File: config.mk
export PLATFORM = sky130hd
export DESIGN_NAME = binary_to_decimal_digit_emitter_core
export DESIGN_NICKNAME = d
export VERILOG_FILES = /design/src/design/bde_pkg.sv /design/src/design/bde_cell.sv /design/src/design/bde_emit.sv /design/src/design/binary_to_decimal_digit_emitter_core.sv
export SDC_FILE = /design/constraint.sdc
export NUM_CORES = 1
export LEC_CHECK = 0
export BUFFER_PORTS_ARGS = -buffer_cell sky130_fd_sc_hd__buf_4
export CAP_MARGIN = 25
export CORE_ASPECT_RATIO = 1.75
export CORE_MARGIN = 3
export CORE_UTILIZATION = 35
export CTS_CLUSTER_SIZE = 12
export DETAILED_ROUTE_END_ITERATION = 7
export PLACE_DENSITY = 0.54
export SYNTH_ARGS = -nofsm -noshare
export SYNTH_HDL_FRONTEND = slang
export SYNTH_SLANG_ARGS = --single-unit
File: constraint.sdc
create_clock -name clk -period 9.8 [get_ports clk]
set_clock_uncertainty 0.05 [all_clocks]
set_input_delay 0.98 -clock clk [delete_from_list [all_inputs] [get_ports clk]]
set_output_delay 0.98 -clock clk [all_outputs]
set_load 0.01 [all_outputs]
File: src/design/bde_pkg.sv
// Package for the binary to decimal digit emitter.
// Holds item types, the converter state type, constants and the emitter load struct.
// Used by every module in the design folder.
`default_nettype none
package bde_pkg;

	localparam int VALUE_W         = 64;
	localparam int COUNT_W         = 5;
	localparam int CHAR_W          = 6;
	localparam int BCD_W           = 4;
	localparam int MAX_DIGITS_DEF  = 20;
	localparam int MIN_NEG_DIGITS  = 19;
	localparam int POS_W           = 5;

	localparam logic [CHAR_W-1:0] ASCII_ZERO = 6'd48;

	typedef struct packed {
		logic [VALUE_W-1:0] value;
		logic               signed_mode;
		logic [COUNT_W-1:0] digit_count;
	} req_item_t;

	typedef struct packed {
		logic [CHAR_W-1:0] digit_char;
		logic              last_digit;
	} rsp_item_t;

	typedef enum logic [1:0] {
		CV_IDLE,
		CV_RUN,
		CV_HOLD
	} conv_state_t;

	typedef struct packed {
		logic             load;
		logic [POS_W-1:0] last_pos;
	} emit_load_t;

endpackage
`default_nettype wire

File: src/design/bde_cell.sv
// One BCD digit cell of the shift-add-3 conversion chain.
// Takes a bit from its lower neighbor and hands its top bit to the next cell.
// Depends on bde_pkg.
`default_nettype none
module bde_cell (
	input  wire logic                         clk,
	input  wire logic                         clr,
	input  wire logic                         en,
	input  wire logic                         carry_in,
	output logic                              carry_out,
	output logic [bde_pkg::BCD_W-1:0]         digit
);

	logic [bde_pkg::BCD_W-1:0] digit_q;
	logic [bde_pkg::BCD_W-1:0] adj;

	always_comb begin
		if (digit_q >= 4'd5) begin
			adj = digit_q + 4'd3;
		end else begin
			adj = digit_q;
		end
	end

	assign carry_out = adj[bde_pkg::BCD_W-1];
	assign digit     = digit_q;

	always_ff @(posedge clk) begin
		if (clr) begin
			digit_q <= '0;
		end else if (en) begin
			digit_q <= {adj[bde_pkg::BCD_W-2:0], carry_in};
		end
	end

endmodule
`default_nettype wire

File: src/design/bde_emit.sv
// Digit emitter: holds one converted number and sends its digits, most significant first.
// Loaded from the cell chain so that the next conversion can run meanwhile.
// Depends on bde_pkg.
`default_nettype none
module bde_emit #(
	parameter int NCELLS = bde_pkg::MIN_NEG_DIGITS
) (
	input  wire logic                                    clk,
	input  wire logic                                    arst_n,
	input  wire bde_pkg::emit_load_t                     ld,
	input  wire logic [NCELLS-1:0][bde_pkg::BCD_W-1:0]   digits,
	output logic                                         busy,
	output logic                                         rsp_valid,
	input  wire logic                                    rsp_stall,
	output bde_pkg::rsp_item_t                           rsp
);

	localparam int IDX_W = $clog2(NCELLS);

	logic [NCELLS-1:0][bde_pkg::BCD_W-1:0] digit_q;
	logic [IDX_W-1:0]                      pos_q;
	logic                                  busy_q;
	logic                                  take;

	assign take      = busy_q && !rsp_stall;
	assign busy      = busy_q;
	assign rsp_valid = busy_q;

	always_comb begin
		rsp.digit_char = bde_pkg::ASCII_ZERO
			+ {{(bde_pkg::CHAR_W-bde_pkg::BCD_W){1'b0}}, digit_q[pos_q]};
		rsp.last_digit = (pos_q == '0);
	end

	always_ff @(posedge clk or negedge arst_n) begin
		if (!arst_n) begin
			busy_q <= 1'b0;
			pos_q  <= '0;
		end else if (ld.load) begin
			busy_q <= 1'b1;
			pos_q  <= ld.last_pos[IDX_W-1:0];
		end else if (take) begin
			if (pos_q == '0) begin
				busy_q <= 1'b0;
			end else begin
				pos_q <= pos_q - 1'b1;
			end
		end
	end

	always_ff @(posedge clk) begin
		if (ld.load) begin
			digit_q <= digits;
		end
	end

endmodule
`default_nettype wire

File: src/design/binary_to_decimal_digit_emitter_core.sv
// Binary to decimal digit emitter, top level: magnitude shift register, cell chain, emitter.
// An item is shifted into the cell chain one value bit at a time, then handed to the emitter from the hold state.
// Its digits leave one per cycle while rsp_stall is low, overlapped with the next item's conversion.
// A new item is taken only once the previous one has been handed to the emitter.
// Reset clears all control state; the cells and digit store hold no reset.
`default_nettype none
module binary_to_decimal_digit_emitter_core #(
	parameter int MAX_DIGITS = bde_pkg::MAX_DIGITS_DEF
) (
	input  wire logic                clk,
	input  wire logic                arst_n,
	input  wire logic                req_valid,
	output logic                     req_stall,
	input  wire bde_pkg::req_item_t  req,
	output logic                     rsp_valid,
	input  wire logic                rsp_stall,
	output bde_pkg::rsp_item_t       rsp
);

	localparam int NCELLS = (MAX_DIGITS > bde_pkg::MIN_NEG_DIGITS) ?
		MAX_DIGITS : bde_pkg::MIN_NEG_DIGITS;
	localparam int STEP_W = $clog2(bde_pkg::VALUE_W);
	localparam logic [STEP_W-1:0] STEP_LAST = STEP_W'(bde_pkg::VALUE_W - 1);

	bde_pkg::conv_state_t state_q, state_d;
	logic [STEP_W-1:0]              step_q;
	logic [bde_pkg::VALUE_W-1:0]    mag_q;
	logic [bde_pkg::POS_W-1:0]      last_pos_q;
	logic                           accept;
	logic                           cell_en;
	logic                           emit_busy;
	bde_pkg::emit_load_t            ld;
	logic [NCELLS-1:0]              carry;
	logic [NCELLS-1:0][bde_pkg::BCD_W-1:0] digits;

	logic                           neg;
	logic                           min_neg;
	logic [bde_pkg::VALUE_W-1:0]    mag_d;
	logic [bde_pkg::POS_W-1:0]      last_pos_d;

	always_comb begin
		neg     = req.signed_mode && req.value[bde_pkg::VALUE_W-1];
		min_neg = neg && (req.value == {1'b1, {(bde_pkg::VALUE_W-1){1'b0}}});
		mag_d   = neg ? (~req.value + 1'b1) : req.value;
		if (min_neg) begin
			last_pos_d = bde_pkg::POS_W'(bde_pkg::MIN_NEG_DIGITS - 1);
		end else if (req.digit_count == '0) begin
			last_pos_d = '0;
		end else if (32'(req.digit_count) > MAX_DIGITS) begin
			last_pos_d = bde_pkg::POS_W'(MAX_DIGITS - 1);
		end else begin
			last_pos_d = bde_pkg::POS_W'(req.digit_count - 1'b1);
		end
	end

	always_comb begin
		state_d = state_q;
		unique case (state_q)
			bde_pkg::CV_IDLE: begin
				if (req_valid) begin
					state_d = bde_pkg::CV_RUN;
				end
			end
			bde_pkg::CV_RUN: begin
				if (step_q == STEP_LAST) begin
					state_d = bde_pkg::CV_HOLD;
				end
			end
			bde_pkg::CV_HOLD: begin
				if (!emit_busy) begin
					state_d = bde_pkg::CV_IDLE;
				end
			end
			default: state_d = bde_pkg::CV_IDLE;
		endcase
	end

	always_comb begin
		req_stall   = 1'b1;
		cell_en     = 1'b0;
		ld.load     = 1'b0;
		ld.last_pos = last_pos_q;
		unique case (state_q)
			bde_pkg::CV_IDLE: req_stall = 1'b0;
			bde_pkg::CV_RUN:  cell_en = 1'b1;
			bde_pkg::CV_HOLD: ld.load = !emit_busy;
			default: req_stall = 1'b1;
		endcase
	end

	assign accept = req_valid && !req_stall;

	always_ff @(posedge clk or negedge arst_n) begin
		if (!arst_n) begin
			state_q <= bde_pkg::CV_IDLE;
			step_q  <= '0;
		end else begin
			state_q <= state_d;
			if (accept) begin
				step_q <= '0;
			end else if (cell_en) begin
				step_q <= step_q + 1'b1;
			end
		end
	end

	always_ff @(posedge clk) begin
		if (accept) begin
			mag_q      <= mag_d;
			last_pos_q <= last_pos_d;
		end else if (cell_en) begin
			mag_q <= {mag_q[bde_pkg::VALUE_W-2:0], 1'b0};
		end
	end

	for (genvar i = 0; i < NCELLS; i++) begin : g_cell
		bde_cell u_cell (
			.clk       (clk),
			.clr       (accept),
			.en        (cell_en),
			.carry_in  ((i == 0) ? mag_q[bde_pkg::VALUE_W-1] : carry[(i == 0) ? 0 : i-1]),
			.carry_out (carry[i]),
			.digit     (digits[i])
		);
	end

	bde_emit #(
		.NCELLS (NCELLS)
	) u_emit (
		.clk       (clk),
		.arst_n    (arst_n),
		.ld        (ld),
		.digits    (digits),
		.busy      (emit_busy),
		.rsp_valid (rsp_valid),
		.rsp_stall (rsp_stall),
		.rsp       (rsp)
	);

	a_digit_range: assert property (@(posedge clk) disable iff (!arst_n)
		rsp_valid |-> (rsp.digit_char >= 6'd48 && rsp.digit_char <= 6'd57))
		else $error("emitted character is not a decimal digit");

	a_load_free: assert property (@(posedge clk) disable iff (!arst_n)
		ld.load |-> !emit_busy)
		else $error("emitter loaded while still sending digits");

	a_accept_runs: assert property (@(posedge clk) disable iff (!arst_n)
		accept |=> (state_q == bde_pkg::CV_RUN && step_q == '0))
		else $error("conversion did not start after an accepted item");

	a_hold_after_run: assert property (@(posedge clk) disable iff (!arst_n)
		(state_q == bde_pkg::CV_RUN && step_q == STEP_LAST) |=> state_q == bde_pkg::CV_HOLD)
		else $error("conversion did not finish after the last value bit");

endmodule
`default_nettype wire

* Yosys cells after proc, flatten, opt, wreduce, memory -nomap -nowiden
Index checks and enable logic that the tools add are counted.
Storage, ports and cells: register bits 243, logic and storage cells 163, bits of input ports 74
Operators by class: mux-type cells 42, equal/unequal tests 8, bitwise gates (word level) 1, add/sub/neg operators 25, reductions and logical operators 17, magnitude comparators 22
Operators with widths (count):
- two-way mux 64 bit | 3
- greater-or-equal comparator 4 x 3 -> 1 bit, second input constant | 20
- two-way mux 4 bit | 20
- adder 4 x 2 -> 4 bit, second input constant | 19
- adder 64 x 1 -> 64 bit, second input constant | 1
- equality test 64 bit, second input constant | 1
- inverter 64 bit | 1
- two-way mux 5 bit | 5
- binary-select mux 4 bit (select 5 bit) | 1
- two-way mux 6 bit | 2
- zero test 5 bit | 2
- subtractor 5 x 1 -> 5 bit, second input constant | 2
- adder 5 x 5 -> 6 bit, first input constant | 1
- adder 6 x 1 -> 6 bit, second input constant | 1
- equality test 6 bit, second input constant | 1
- less-than comparator 5 x 6 -> 1 bit, second input constant | 1
- two-way mux 1 bit | 6
- two-way mux 2 bit | 3
- != test 2 bit, second input constant | 3
- case mux 2 bit (3 select lines) | 1
- nonzero test 2 bit | 3
- greater-than comparator 5 bit, second input constant | 1
- logical AND 1 bit | 4
- AND reduction 2 bit | 2
- other kinds (10) | 11

* Logic depth before layout (Yosys ltp)
depth in word-level cells 4, gate-level depth with buffers 10, depth with buffers taken out 8

* Cells and area by module
A second synthesis with hierarchy kept.
Unflattened totals: cells, all modules 1335, area, all modules 13565.5 µm²
Modules (own cells, without submodules):
- bde_cell | instances 20, area an instance 260.2 µm², cells each 31
- binary_to_decimal_digit_emitter_core | instances 1, area an instance 4882.2 µm², cells each 530
- bde_emit | instances 1, area an instance 3478.3 µm², cells each 185

* Worst setup path after synthesis
OpenSTA, ideal clock, no wires.
kind flip-flop to flip-flop, start reg u_emit.busy_q (netlist: u_emit.busy), end reg u_emit.pos_q[0], arrival time 3.373 ns, period minus slack after synthesis 3.686 ns, buffers on the path 1, setup time 0.263 ns, required time 9.487 ns, setup slack 6.114 ns, cell stages (with the launch flop) 4, path through dfrtp_1 -> nor3b_1 -> clkbuf_1 -> o21ai_0
RTL lines:
- start, declared | RTL line bde_emit.sv:22 | logic busy_q;
- start signal, assigned | RTL line bde_emit.sv:37 | busy_q <= 1'b0;
- start signal, assigned | RTL line bde_emit.sv:40 | busy_q <= 1'b1;
- start signal, assigned | RTL line bde_emit.sv:44 | busy_q <= 1'b0;
- end signal, assigned | RTL line bde_emit.sv:41 | pos_q <= ld.last_pos[IDX_W-1:0];
- end signal, assigned | RTL line bde_emit.sv:46 | pos_q <= pos_q - 1'b1;
- end, declared | RTL line bde_emit.sv:21 | logic [IDX_W-1:0] pos_q;

==> qor.yml <==
r2r_start: "state_q[0]"
met3WireLength_um: 1120
initial_core_util: 0.356
synth_compound_area_frac: 0.134
grt_pass1_vias: 8968
avgRoutedWirePerCell_um: 16.9
io_buffers: 80
hpwl_um: 20800
clk_latency_ps: 520
track_usage: 0.156
endpoint_kind: "output port"
holdBufCountCts: 0
drcViolationCount: 0
crit_end: "rsp[3]"
antenna_found_initial: 0
synthAdderAreaFrac: 0.0446
slowest_delay_ps: 620
synth_edf_count: 149
cts_tree: "done"
synthCells: 1208
wl_met2_um: 15700
async_flop_share: 0.0576
cts_resized: 0
grt_setup_unrepaired: "no"
cts_root_buffer: "clkbuf_16"
worst_slew_pin_slew_ps: 1030
finalSetupViolCount: 0
rrSetupSlack_ps: 6440
globalplace.congestion: 0.932
synth_top_area_cell: "edfxtp_1"
synth-simple-area-share: 0.143
critPathKind: "flip-flop to output port"
fmax_ghz: 0.255
routed_via_density: 5.14
ir_drop_v: 0.000119
ys.flop_type: "edfxtp_1"
first_pass_iters: 5
grt_max_degree: 109
synthMuxAreaShare: 0.0465
syn_area_mm2: 0.0124
synth_top_family_by_area: "simple AND/OR/NAND/NOR gates"
coreArea_mm2: 0.0347
antenna_cells: 0
report.final.hold_viol_count: 0
cp_max_fo: 19
wl_met1_um: 11600
worstPathArrival_ps: 2890
ys_warn_count: 0
worstRegToRegCells: 7
die_width_um: 148
crit_chain: "buf_4 > mux4_2 > mux4_2 > inv_1 > o21ai_0 > buf_4"
leakage_nw: 5.22
tns_ps: 0
hp-class: "primary input to asynchronous set/reset pin"
relSlewSlack: 0.313
wirelength_um: 29400
die_y_um: 255
drv_slew: 0
power-per-cell-area_mw_per_mm2: 263
synth-xor-area-share: 0.0745
htree_levels: 1
via_count: 8963
r2r-end: "mag_q[47]"
synth_area_leaders: "edfxtp_1, dfxtp_1, o21ai_0"
num_rows: 90
cts_max_path_buffers: 3
clkSinkCount: 243
ys_seq_elements: 243
ant_nets: 0
fin_area_mm2: 0.0142
slowest_stage: "mux4_2"
dieArea_mm2: 0.0377
clkSlewWorstSetupHoldPaths_ps: 60
synth_top_area_frac: 0.362
first_iter_violations: 459
io_pins: 83
overflow: 0
layout-drive-gt1-share: 0.128
layout_min_cycle_time_ps: 3920
post-route-period-util: 0.400
ys_types: 56
highest_layer: "met4"
dpl_cell_area_mm2: 0.0134
area_delta_synth_final_pct: 14.6
ys_seq_area_frac: 0.520
required_ps: 8770
cts_buffers: 25
avgSynthCellArea_um2: 10.2
grt_first_pass_wirelength_um: 47600
cp-start-kind: "flip-flop"
postCtsSetupBuffers: 0
drv_cap: 0
nNetsFinal: 1384
status: "finished clean"
critPathLaunch: "u_emit.pos_q[0]"
==> flip-flops by register name, indices dropped and copies added (netlist names) <==
signal,cells
mag_q,64
u_emit.digit_q,80
u_emit.busy,1
g_cell.u_cell.digit,80
u_emit.pos_q,5
last_pos_q,5
state_q,2
step_q,6
==> cells in the mapped netlist (all sizes together) (3+ instances only) <==
cell and n:
nand3 70, buf 17, dfxtp 80, clkbuf 42
or3 7, or4 4, mux2 3, nand2b 25
dfrtp 14, ha 44, nor3 25, edfxtp 149
o21ai 164, o32ai 19, a21oi 94, mux4 24
a31oi 11, o31ai 6, xor2 30, nand4 6
nor2 93, xnor2 75, inv 61, nor4 12
nand2 108
==> cells by family (layout without fill, tap and decap cells) <==
logic type,Yosys count,after routing
buf+inv,120,195
mux,27,27
compound gates,304,304
xor+xnor,105,105
simple gates,364,364
fa+ha+maj,44,44
other cells,1,2
flops,243,243
==> power breakdown <==
part | total, mW | leakage [nW] | internal [mW] | switching [mW]
Clock | 0.897 | 0.363 | 0.515 | 0.382
Combinational | 1.12 | 2.57 | 0.535 | 0.586
Sequential | 1.71 | 2.30 | 1.44 | 0.273
Total | 3.73 | 5.22 | 2.49 | 1.24
==> worst max-delay path: cells and delay by family (launching register included) <==
kind                   cells  cell delay, ps
multiplexers               2            1100
AO/OA/AOI/OAI              1              80
buffers and inverters      3             660
flip-flops                 1             500
==> routing by layer <==
layer  track usage  up-vias
met5             0        -
met4        0.0624        0
met3        0.0212       56
met2         0.295      205
met1         0.177     4254
li1              -     4448
==> layout by cell type (no fill, tap or decap), drive strengths merged, types with 3 or more instances in the layout <==
cell type  instances
buf               89
inv               61
a21oi             94
clkbuf            41
nor3              25
or4                4
a31oi             11
nor2              93
nand2b            25
nor4              12
ha                44
clkinv             3
edfxtp           149
o31ai              6
dfxtp             80
nand2            108
nand3             70
xor2              30
o21ai            164
dfrtp             14
o32ai             19
mux4              24
xnor2             75
or3                7
mux2               3
nand4              6
==> metrics by stage <==
stage	cells	setup WS [ps]	total power, mW	hold slack (ps)	util
2_1_floorplan	1209	6110	2.51	368	-
3_3_place_gp	1698	6120	2.83	394	0.386
3_5_place_dp	1698	6130	2.87	415	0.386
4_1_cts	1743	5810	3.79	239	0.407
5_1_grt	1744	5710	4.02	253	0.408
6_report	1744	5880	3.73	257	0.408
==> how the worst min path moves through the flow <==
stage                                          start                   endpoint  slack (ps)
after floorplan                            mag_q[63]  g_cell[0].u_cell.digit[0]         370
after global placement    g_cell[19].u_cell.digit[3]         u_emit.digit_q[79]         390
after detailed placement  g_cell[19].u_cell.digit[3]         u_emit.digit_q[79]         410
after CTS                                     arst_n                u_emit.busy         240
after global routing                          arst_n                u_emit.busy         250
final                                         arst_n                u_emit.busy         260
==> layout make-up <==
cell class	instances	area [um^2]
Clock buffer	41	706
Clock inverter	4	43.8
Fill cell	3489	20500
Inverter	61	229
Multi-Input combinational cell	846	5490
Sequential cell	243	6430
Tap cell	460	576
Timing Repair Buffer	89	681
Note: power is estimated with default switching activity, not from simulation.
